## src/gcf_pkg.sv

```systemverilog
`default_nettype none
package gcf_pkg;

  localparam int COUNT_BITS  = 20;
  localparam int RECORD_BITS = 16;
  localparam int IN_DATA_W   = 8;
  localparam int OUT_FIELD_W = RECORD_BITS + 2 * COUNT_BITS;
  localparam int OUT_DATA_W  = ((OUT_FIELD_W + 7) / 8) * 8;
  localparam int OUT_USER_W  = 2;

  localparam logic [7:0] CH_HDR = 8'h3E;  // '>'
  localparam logic [7:0] CH_A   = 8'h41;
  localparam logic [7:0] CH_C   = 8'h43;
  localparam logic [7:0] CH_G   = 8'h47;
  localparam logic [7:0] CH_T   = 8'h54;
  localparam logic [7:0] CH_LF  = 8'h0A;
  localparam logic [7:0] CH_CR  = 8'h0D;

  typedef logic [COUNT_BITS-1:0]  count_t;
  typedef logic [RECORD_BITS-1:0] recno_t;

  typedef enum logic [2:0] {
    CLS_HDR,
    CLS_GC,
    CLS_AT,
    CLS_LF,
    CLS_CR,
    CLS_OTHER
  } byte_cls_t;

  typedef struct packed {
    byte_cls_t cls;
    logic      fin;
  } q_item_t;

  typedef struct packed {
    recno_t rec;
    count_t gc;
    count_t total;
    logic   fin;
    logic   err;
  } close_t;

endpackage
`default_nettype wire

```

## src/gcf_front.sv

```systemverilog
`default_nettype none
module gcf_front import gcf_pkg::*; (
  input  wire logic [IN_DATA_W-1:0] text_byte,
  input  wire logic                 final_byte,
  output q_item_t                   item
);

  byte_cls_t cls;

  always_comb begin
    case (text_byte)
      CH_HDR:       cls = CLS_HDR;
      CH_G, CH_C:   cls = CLS_GC;
      CH_A, CH_T:   cls = CLS_AT;
      CH_LF:        cls = CLS_LF;
      CH_CR:        cls = CLS_CR;
      default:      cls = CLS_OTHER;
    endcase
  end

  assign item = '{cls: cls, fin: final_byte};

endmodule
`default_nettype wire

```

## src/gcf_queue.sv

```systemverilog
`default_nettype none
module gcf_queue import gcf_pkg::*; (
  input  wire logic clk,
  input  wire logic rst_n,
  input  wire logic push,
  input  wire q_item_t push_item,
  output logic      full,
  input  wire logic pop,
  output q_item_t   pop_item,
  output logic      not_empty
);

  q_item_t    mem_r [2];
  logic       wr_ptr_r;
  logic       rd_ptr_r;
  logic [1:0] cnt_r;

  always_ff @(posedge clk) begin
    if (push) begin
      mem_r[wr_ptr_r] <= push_item;
    end
  end

  always_ff @(posedge clk) begin
    if (!rst_n) begin
      wr_ptr_r <= 1'b0;
      rd_ptr_r <= 1'b0;
      cnt_r    <= 2'd0;
    end else begin
      if (push) begin
        wr_ptr_r <= ~wr_ptr_r;
      end
      if (pop) begin
        rd_ptr_r <= ~rd_ptr_r;
      end
      case ({push, pop})
        2'b10:   cnt_r <= cnt_r + 2'd1;
        2'b01:   cnt_r <= cnt_r - 2'd1;
        default: cnt_r <= cnt_r;
      endcase
    end
  end

  assign pop_item  = mem_r[rd_ptr_r];
  assign not_empty = (cnt_r != 2'd0);
  assign full      = cnt_r[1];

endmodule
`default_nettype wire

```

## src/gcf_tally.sv

```systemverilog
`default_nettype none
module gcf_tally import gcf_pkg::*; (
  input  wire logic clk,
  input  wire logic rst_n,
  input  wire logic item_valid,
  input  wire q_item_t item,
  output logic      item_pop,
  input  wire logic close_ready,
  output logic      close_push,
  output close_t    close_item
);

  localparam count_t COUNT_MAX  = '1;
  localparam recno_t RECORD_MAX = '1;

  logic   line_start_r, line_start_nxt;
  logic   in_header_r,  in_header_nxt;
  count_t gc_r,         gc_nxt;
  count_t total_r,      total_nxt;
  recno_t rec_r,        rec_nxt;
  logic   err_r,        err_nxt;
  logic   count_gc, count_at, hdr_close;

  assign item_pop = item_valid && close_ready;

  always_comb begin
    line_start_nxt = line_start_r;
    in_header_nxt  = in_header_r;
    rec_nxt        = rec_r;
    err_nxt        = err_r;
    hdr_close      = 1'b0;
    count_gc       = 1'b0;
    count_at       = 1'b0;
    if (line_start_r) begin
      case (item.cls)
        CLS_HDR: begin
          hdr_close      = 1'b1;
          rec_nxt        = (rec_r != RECORD_MAX) ? rec_r + 1'b1 : rec_r;
          in_header_nxt  = 1'b1;
          line_start_nxt = 1'b0;
        end
        CLS_GC, CLS_AT: begin
          in_header_nxt  = 1'b0;
          line_start_nxt = 1'b0;
          count_gc       = (item.cls == CLS_GC);
          count_at       = (item.cls == CLS_AT);
        end
        CLS_LF, CLS_CR: begin
        end
        default: begin
          err_nxt        = 1'b1;
          in_header_nxt  = 1'b1;
          line_start_nxt = 1'b0;
        end
      endcase
    end else if (item.cls == CLS_LF) begin
      line_start_nxt = 1'b1;
      in_header_nxt  = 1'b0;
    end else if (!in_header_r) begin
      count_gc = (item.cls == CLS_GC);
      count_at = (item.cls == CLS_AT);
    end

    if (hdr_close) begin
      gc_nxt    = '0;
      total_nxt = '0;
    end else begin
      gc_nxt    = (count_gc && gc_r != COUNT_MAX) ? gc_r + 1'b1 : gc_r;
      total_nxt = ((count_gc || count_at) && total_r != COUNT_MAX) ?
                  total_r + 1'b1 : total_r;
    end
  end

  // header + final: a single close carries the live record and marks the stream end
  always_comb begin
    close_push       = item_pop && (hdr_close || item.fin);
    close_item.fin   = item.fin;
    close_item.err   = err_nxt;
    close_item.rec   = rec_r;
    close_item.gc    = hdr_close ? gc_r    : gc_nxt;
    close_item.total = hdr_close ? total_r : total_nxt;
  end

  always_ff @(posedge clk) begin
    if (!rst_n) begin
      line_start_r <= 1'b1;
      in_header_r  <= 1'b0;
      gc_r         <= '0;
      total_r      <= '0;
      rec_r        <= '0;
      err_r        <= 1'b0;
    end else if (item_pop) begin
      if (item.fin) begin
        line_start_r <= 1'b1;
        in_header_r  <= 1'b0;
        gc_r         <= '0;
        total_r      <= '0;
        rec_r        <= '0;
        err_r        <= 1'b0;
      end else begin
        line_start_r <= line_start_nxt;
        in_header_r  <= in_header_nxt;
        gc_r         <= gc_nxt;
        total_r      <= total_nxt;
        rec_r        <= rec_nxt;
        err_r        <= err_nxt;
      end
    end
  end

endmodule
`default_nettype wire

```

## src/gcf_judge.sv

```systemverilog
`default_nettype none
module gcf_judge import gcf_pkg::*; (
  input  wire logic                  clk,
  input  wire logic                  rst_n,
  input  wire logic                  close_push,
  input  wire close_t                close_item,
  output logic                       close_ready,
  output logic                       out_valid,
  input  wire logic                  out_ready,
  output logic [OUT_FIELD_W-1:0]     out_fields,
  output logic [OUT_USER_W-1:0]      out_flags
);

  close_t cl_r;
  logic   cl_valid_r;
  recno_t win_rec_r,   win_rec_nxt;
  count_t win_gc_r,    win_gc_nxt;
  count_t win_total_r, win_total_nxt;
  logic   win_valid_r, win_valid_nxt;
  logic   out_valid_r;
  logic [OUT_FIELD_W-1:0] out_fields_r;
  logic [OUT_USER_W-1:0]  out_flags_r;

  logic [2*COUNT_BITS-1:0] lhs, rhs;
  logic wins, cl_done;

  assign lhs  = (2*COUNT_BITS)'(cl_r.gc) * (2*COUNT_BITS)'(win_total_r);
  assign rhs  = (2*COUNT_BITS)'(win_gc_r) * (2*COUNT_BITS)'(cl_r.total);
  assign wins = (cl_r.gc != '0) && (cl_r.total != '0) && (!win_valid_r || lhs > rhs);

  assign cl_done     = cl_valid_r && (!cl_r.fin || !out_valid_r || out_ready);
  assign close_ready = !cl_valid_r || cl_done;

  always_comb begin
    win_rec_nxt   = win_rec_r;
    win_gc_nxt    = win_gc_r;
    win_total_nxt = win_total_r;
    win_valid_nxt = win_valid_r;
    if (wins) begin
      win_rec_nxt   = cl_r.rec;
      win_gc_nxt    = cl_r.gc;
      win_total_nxt = cl_r.total;
      win_valid_nxt = 1'b1;
    end
  end

  always_ff @(posedge clk) begin
    if (!rst_n) begin
      cl_valid_r  <= 1'b0;
      win_rec_r   <= '0;
      win_gc_r    <= '0;
      win_total_r <= '0;
      win_valid_r <= 1'b0;
      out_valid_r <= 1'b0;
    end else begin
      if (close_push) begin
        cl_valid_r <= 1'b1;
      end else if (cl_done) begin
        cl_valid_r <= 1'b0;
      end

      if (cl_done && cl_r.fin) begin
        out_valid_r <= 1'b1;
      end else if (out_ready) begin
        out_valid_r <= 1'b0;
      end

      if (cl_done) begin
        if (cl_r.fin) begin
          win_rec_r   <= '0;
          win_gc_r    <= '0;
          win_total_r <= '0;
          win_valid_r <= 1'b0;
        end else begin
          win_rec_r   <= win_rec_nxt;
          win_gc_r    <= win_gc_nxt;
          win_total_r <= win_total_nxt;
          win_valid_r <= win_valid_nxt;
        end
      end
    end
  end

  always_ff @(posedge clk) begin
    if (close_push) begin
      cl_r <= close_item;
    end
    if (cl_done && cl_r.fin) begin
      out_fields_r <= {win_total_nxt, win_gc_nxt, win_rec_nxt};
      out_flags_r  <= {cl_r.err, win_valid_nxt};
    end
  end

  assign out_valid  = out_valid_r;
  assign out_fields = out_fields_r;
  assign out_flags  = out_flags_r;

endmodule
`default_nettype wire

```

## src/fasta_max_gc_content.sv

```systemverilog
// channel | ports                     | contents
// --------+---------------------------+------------------------------------------
// in      | in_tvalid/tready/tdata/tlast | tdata[7:0] text byte, tlast final byte
// out     | out_tvalid/tready/tdata/tuser | tdata record, gc, total; tuser found, err
//
// One byte per cycle sustained while the result is not stalled: classifier feeds a
// 2-entry queue, the line parser takes one entry per cycle, and record closes
// are registered into a compare stage (two 20x20 multiplies and a compare).
// out_tvalid rises once the final byte has passed the queue, the close register and the output register.
// rst_n is synchronous; after it, and after each final byte, a new stream starts.
// A stalled result stalls the compare stage only on the next final byte.
`default_nettype none
module fasta_max_gc_content import gcf_pkg::*; (
  input  wire logic                   clk,
  input  wire logic                   rst_n,
  input  wire logic                   in_tvalid,
  output logic                        in_tready,
  input  wire logic [IN_DATA_W-1:0]   in_tdata,   // [7:0] text_byte
  input  wire logic                   in_tlast,   // final_byte
  output logic                        out_tvalid,
  input  wire logic                   out_tready,
  output logic [OUT_DATA_W-1:0]       out_tdata,  // best_record, best_gc_bases, best_total_bases
  output logic [OUT_USER_W-1:0]       out_tuser   // found, format_error
);

  q_item_t fr_item, q_item;
  logic    q_full, q_not_empty, q_pop;
  logic    cl_push, cl_ready;
  close_t  cl_item;
  logic [OUT_FIELD_W-1:0] fields;

  gcf_front u_front (
    .text_byte  (in_tdata),
    .final_byte (in_tlast),
    .item       (fr_item)
  );

  gcf_queue u_queue (
    .clk       (clk),
    .rst_n     (rst_n),
    .push      (in_tvalid && !q_full),
    .push_item (fr_item),
    .full      (q_full),
    .pop       (q_pop),
    .pop_item  (q_item),
    .not_empty (q_not_empty)
  );

  gcf_tally u_tally (
    .clk         (clk),
    .rst_n       (rst_n),
    .item_valid  (q_not_empty),
    .item        (q_item),
    .item_pop    (q_pop),
    .close_ready (cl_ready),
    .close_push  (cl_push),
    .close_item  (cl_item)
  );

  gcf_judge u_judge (
    .clk         (clk),
    .rst_n       (rst_n),
    .close_push  (cl_push),
    .close_item  (cl_item),
    .close_ready (cl_ready),
    .out_valid   (out_tvalid),
    .out_ready   (out_tready),
    .out_fields  (fields),
    .out_flags   (out_tuser)
  );

  assign in_tready = !q_full;
  assign out_tdata = OUT_DATA_W'(fields);

endmodule
`default_nettype wire
```

## config.mk

```make
export PLATFORM = sky130hd
export DESIGN_NAME = fasta_max_gc_content
export DESIGN_NICKNAME = d
export VERILOG_FILES = /design/src/gcf_pkg.sv /design/src/gcf_front.sv /design/src/gcf_queue.sv /design/src/gcf_tally.sv /design/src/gcf_judge.sv /design/src/fasta_max_gc_content.sv
export SDC_FILE = /design/constraint.sdc
export NUM_CORES = 2
export LEC_CHECK = 0
export BUFFER_PORTS_ARGS = -buffer_cell sky130_fd_sc_hd__buf_2
export CORE_MARGIN = 5
export CORE_UTILIZATION = 65
export CTS_CLUSTER_DIAMETER = 150
export DETAILED_ROUTE_END_ITERATION = 8
export HOLD_SLACK_MARGIN = 0.06
export PLACE_DENSITY = 0.82
export SYNTH_ARGS = -nofsm -noshare
export SYNTH_HDL_FRONTEND = slang
export SYNTH_SLANG_ARGS = --single-unit
```

## constraint.sdc

```tcl
create_clock -name clk -period 12.1 [get_ports clk]
set_clock_uncertainty 0.2 [all_clocks]
set_input_delay 3.63 -clock clk [delete_from_list [all_inputs] [get_ports clk]]
set_output_delay 3.63 -clock clk [all_outputs]
set_load 0.01 [all_outputs]
```

==> load_flow_metrics.sql <==
INSERT INTO impl_metrics (metric_group, metric, value, unit) VALUES
('finish', 'finalNetCount', '5035', ''),
('synth', 'synth_seq_cells', '247', ''),
('synth', 'synthesis.yosys.warnings', '0', ''),
('clocking', 'worst_setup_hold_path_clk_slew', '0.06', 'ns'),
('setup_path', 'worst-r2r-cell-count', '33', ''),
('clocking', 'cts_made_buffers', '29', ''),
('synth', 'synth-adder-area-share', '0.449', ''),
('synth', 'post-synth-top-count-cell', 'sky130_fd_sc_hd__inv_1', ''),
('synth', 'postSynthNetCount', '5068', ''),
('floorplanning', 'die_height', '252', 'um'),
('setup_path', 'crit-reg2reg-launch', 'u_judge.win_total_r[3]$_SDFFE_PN0P_', ''),
('floorplanning', 'fp.dieArea', '63600', 'sq um'),
('power_and_ir_drop', 'sw_frac_of_total', '0.465', ''),
('synth', 'synth_sequential_area_ratio', '0.162', ''),
('global_routing', 'vias_in_the_first_global_route', '30377', ''),
('setup_path', 'timing.critical_path.fanout_max', '38', ''),
('floorplanning', 'start_util', '0.658', ''),
('synth', 'synth-compound-area-share', '0.0771', ''),
('clocking', 'cts_max_path_buffers', '3', ''),
('synth', 'postSynth.asyncResetShare', '0', ''),
('synth', 'synth_top_family_by_area', 'adder cells', ''),
('clocking', 'cts_htree_levels', '1', ''),
('place', 'dpl.hpwl', '74.8', 'mm'),
('finish', 'postLayoutCoreUtil', '0.695', ''),
('timing', 'slew_headroom', '0.248', ''),
('power_and_ir_drop', 'pwr_density_cell', '119', 'nW/um^2'),
('route', 'drt_first_pass_iters', '6', ''),
('setup_path', 'setup_cp_type', 'reg2reg', ''),
('hold_path', 'hold_ep', 'u_judge.out_flags[1]$_DFFE_PP_', ''),
('synth', 'synth_edf_count', '124', ''),
('power_and_ir_drop', 'power.total', '0.00481', 'W'),
('global_routing', 'antenna_found_initial', '4', ''),
('hold_path', 'holdCritPathClass', 'reg2reg', ''),
('route', 'via_count', '28643', ''),
('finish', 'area_growth', '5.61', '%'),
('floorplanning', 'width_of_the_chip', '252', 'um'),
('setup_path', 'critical_path.startpoint_type', 'flop', ''),
('hold_path', 'holdCritStartpoint', 'u_judge.cl_r[0]$_DFFE_PP_', ''),
('timing', 'finalMaxSlewViolations', '0', ''),
('timing', 'report.final.hold_viol_count', '0', ''),
('synth', 'synth_top_cell_area_share', '0.336', ''),
('synth', 'synthesized_area_fraction_occupied_by_xor_and_xnor_cells', '0.0287', ''),
('global_routing', 'grt_usage', '0.313', ''),
('hold_path', 'timing.hold.worst_path_depth', '0', ''),
('place', 'place.port_buffers', '72', ''),
('synth', 'synth_flop_cell', 'sky130_fd_sc_hd__edfxtp_1', ''),
('synth', 'postSynthAreaPerCell', '9.36', 'sq um'),
('power_and_ir_drop', 'ir_drop', '0.000227', 'V'),
('power_and_ir_drop', 'p_switching', '0.00224', 'W'),
('floorplanning', 'core-area', '57900', 'sq um'),
('power_and_ir_drop', 'seqPwrFrac', '0.265', ''),
('synth', 'syn_area', '38100', 'sq um'),
('route', 'vias_per_cell', '5.93', ''),
('timing', 'timing.final.crit_share', '0.893', ''),
('route', 'finalWirelength', '98.6', 'mm'),
('route', 'drt_drc_violations_left', '0', ''),
('synth', 'commonest_cells_post_synth', '754 x sky130_fd_sc_hd__inv_1, 640 x sky130_fd_sc_hd__fa_1, 467 x sky130_fd_sc_hd__nand2_1, 436 x sky130_fd_sc_hd__and2_1, 344 x sky130_fd_sc_hd__ha_1', ''),
('clocking', 'cts.hold.buffers_added', '0', ''),
('setup_path', 'reg2reg_slack', '1.30', 'ns'),
('power_and_ir_drop', 'clock_power_share', '0.194', ''),
('finish', 'drive_above_1_share', '0.0717', ''),
('run_status', 'result_of_the_run', 'completed', ''),
('floorplanning', 'rows', '88', ''),
('synth', 'post_synth_inst_count', '4071', ''),
('power_and_ir_drop', 'pwr-share-comb', '0.541', ''),
('global_routing', 'globalRoute.totalOverflow', '0', ''),
('power_and_ir_drop', 'internal-power', '0.00257', 'W'),
('synth', 'netlist_top_cells_area', 'sky130_fd_sc_hd__fa_1 34%, sky130_fd_sc_hd__ha_1 11%, sky130_fd_sc_hd__edfxtp_1 9.8%', ''),
('setup_path', 'cp_data_arrival_time', '10.93', 'ns'),
('timing', 'tightest_slew', '1.13', 'ns'),
('clocking', 'cts_root_buffer_type', 'sky130_fd_sc_hd__clkbuf_16', '');
-- sequential cells by signal (all words and copies together) (netlist names), named ones only --
register              flops
u_queue.wr_ptr_r          1
u_judge.out_fields       56
u_judge.cl_valid_r        1
u_tally.rec_r            16
u_judge.out_valid         1
u_queue.rd_ptr_r          1
u_tally.total_r          20
u_judge.win_gc_r         20
u_queue.mem_r             8
u_tally.in_header_r       1
u_judge.win_valid_r       1
u_tally.line_start_r      1
u_tally.err_r             1
u_judge.win_rec_r        16
u_judge.win_total_r      20
u_judge.out_flags         2
u_judge.cl_r             58
u_queue.cnt_r             2
u_tally.gc_r             20
-- cells by family (layout without fill, tap and decap cells) --
| logic type | after synthesis | in the layout |
|---|---|---|
| AO/OA/AOI/OAI | 438 | 438 |
| XOR/XNOR | 125 | 125 |
| adder cells (fa/ha/maj) | 984 | 984 |
| buffers and inverters | 969 | 959 |
| flip-flops | 247 | 247 |
| multiplexers | 65 | 65 |
| other | 0 | 2 |
| AND/OR/NAND/NOR | 1243 | 1243 |
-- how the worst max path moves through the flow --
stage                                        start                          endpoint  slack, ns  depth (start not counted)
2_1_floorplan           u_judge.cl_r[32]$_DFFE_PP_   u_judge.out_fields[0]$_DFFE_PP_       3.00                         35
3_3_place_gp   u_judge.win_total_r[4]$_SDFFE_PN0P_   u_judge.out_fields[6]$_DFFE_PP_       1.80                         33
3_5_place_dp   u_judge.win_total_r[4]$_SDFFE_PN0P_  u_judge.out_fields[15]$_DFFE_PP_       1.51                         33
4_1_cts        u_judge.win_total_r[3]$_SDFFE_PN0P_  u_judge.out_fields[15]$_DFFE_PP_       1.51                         33
5_1_grt        u_judge.win_total_r[3]$_SDFFE_PN0P_  u_judge.win_gc_r[2]$_SDFFE_PN0P_       0.78                         35
6_report       u_judge.win_total_r[3]$_SDFFE_PN0P_   u_judge.out_fields[2]$_DFFE_PP_       1.30                         33
-- power groups by stage --
stage | clock, W | combinational (W) | sequential [W]
global route | 0.000978 | 0.00287 | 0.00128
CTS | 0.000939 | 0.00257 | 0.00126
floorplan | 0 | 0.00185 | 0.00111
detailed placement | 0 | 0.00255 | 0.00127
global placement | 0 | 0.00249 | 0.00127
finish | 0.000933 | 0.00260 | 0.00127
-- final cells by class --
cell class / instances / area (sq um)
Multi-Input combinational cell: 2855 / 28300
Tap cell: 765 / 957
Sequential cell: 247 / 6190
Clock buffer: 37 / 797
Timing Repair Buffer: 150 / 971
Antenna cell: 2 / 5.00
Fill cell: 4456 / 17700
Inverter: 755 / 2830
Clock inverter: 17 / 219
-- cells in the final DEF (no fill, tap or decap), types with 69 or more instances in the layout --
master                     instances
sky130_fd_sc_hd__o21ai_0          77
sky130_fd_sc_hd__buf_4            76
sky130_fd_sc_hd__edfxtp_1        124
sky130_fd_sc_hd__xnor2_1          69
sky130_fd_sc_hd__buf_2            72
sky130_fd_sc_hd__nand2_1         467
sky130_fd_sc_hd__nor2_1          129
sky130_fd_sc_hd__dfxtp_1         123
sky130_fd_sc_hd__fa_1            640
sky130_fd_sc_hd__a21oi_1         113
sky130_fd_sc_hd__inv_1           754
sky130_fd_sc_hd__ha_1            344
sky130_fd_sc_hd__and2_1          436
-- critical path, delay by kind of cell, from the launching register on --
family / cells / cell delay, ns
fa+ha+maj: 9 / 4.07
compound gates: 8 / 2.74
simple gates: 7 / 1.49
flops: 1 / 0.92
buf+inv: 8 / 0.70
mux: 1 / 0.38
-- routing by layer --
metal	track usage	routed length [um]	vias up
met4	0.154	5970	2
met5	0	11	-
met2	0.510	45700	1388
met3	0.0564	9570	337
met1	0.408	37300	14242
li1	-	-	12674
-- stage by stage --
stage          hold WS [ns]  area (sq um)  std cells  setup WS (ns)
2_1_floorplan         0.200         38100       4071           3.00
3_3_place_gp          0.224         39200       4772           1.80
3_5_place_dp          0.222         39200       4772           1.51
4_1_cts               0.237         40200       4826           1.51
5_1_grt               0.264         40200       4826          0.784
6_report              0.236         40200       4828           1.30
Power figures use the tool's default switching activity.
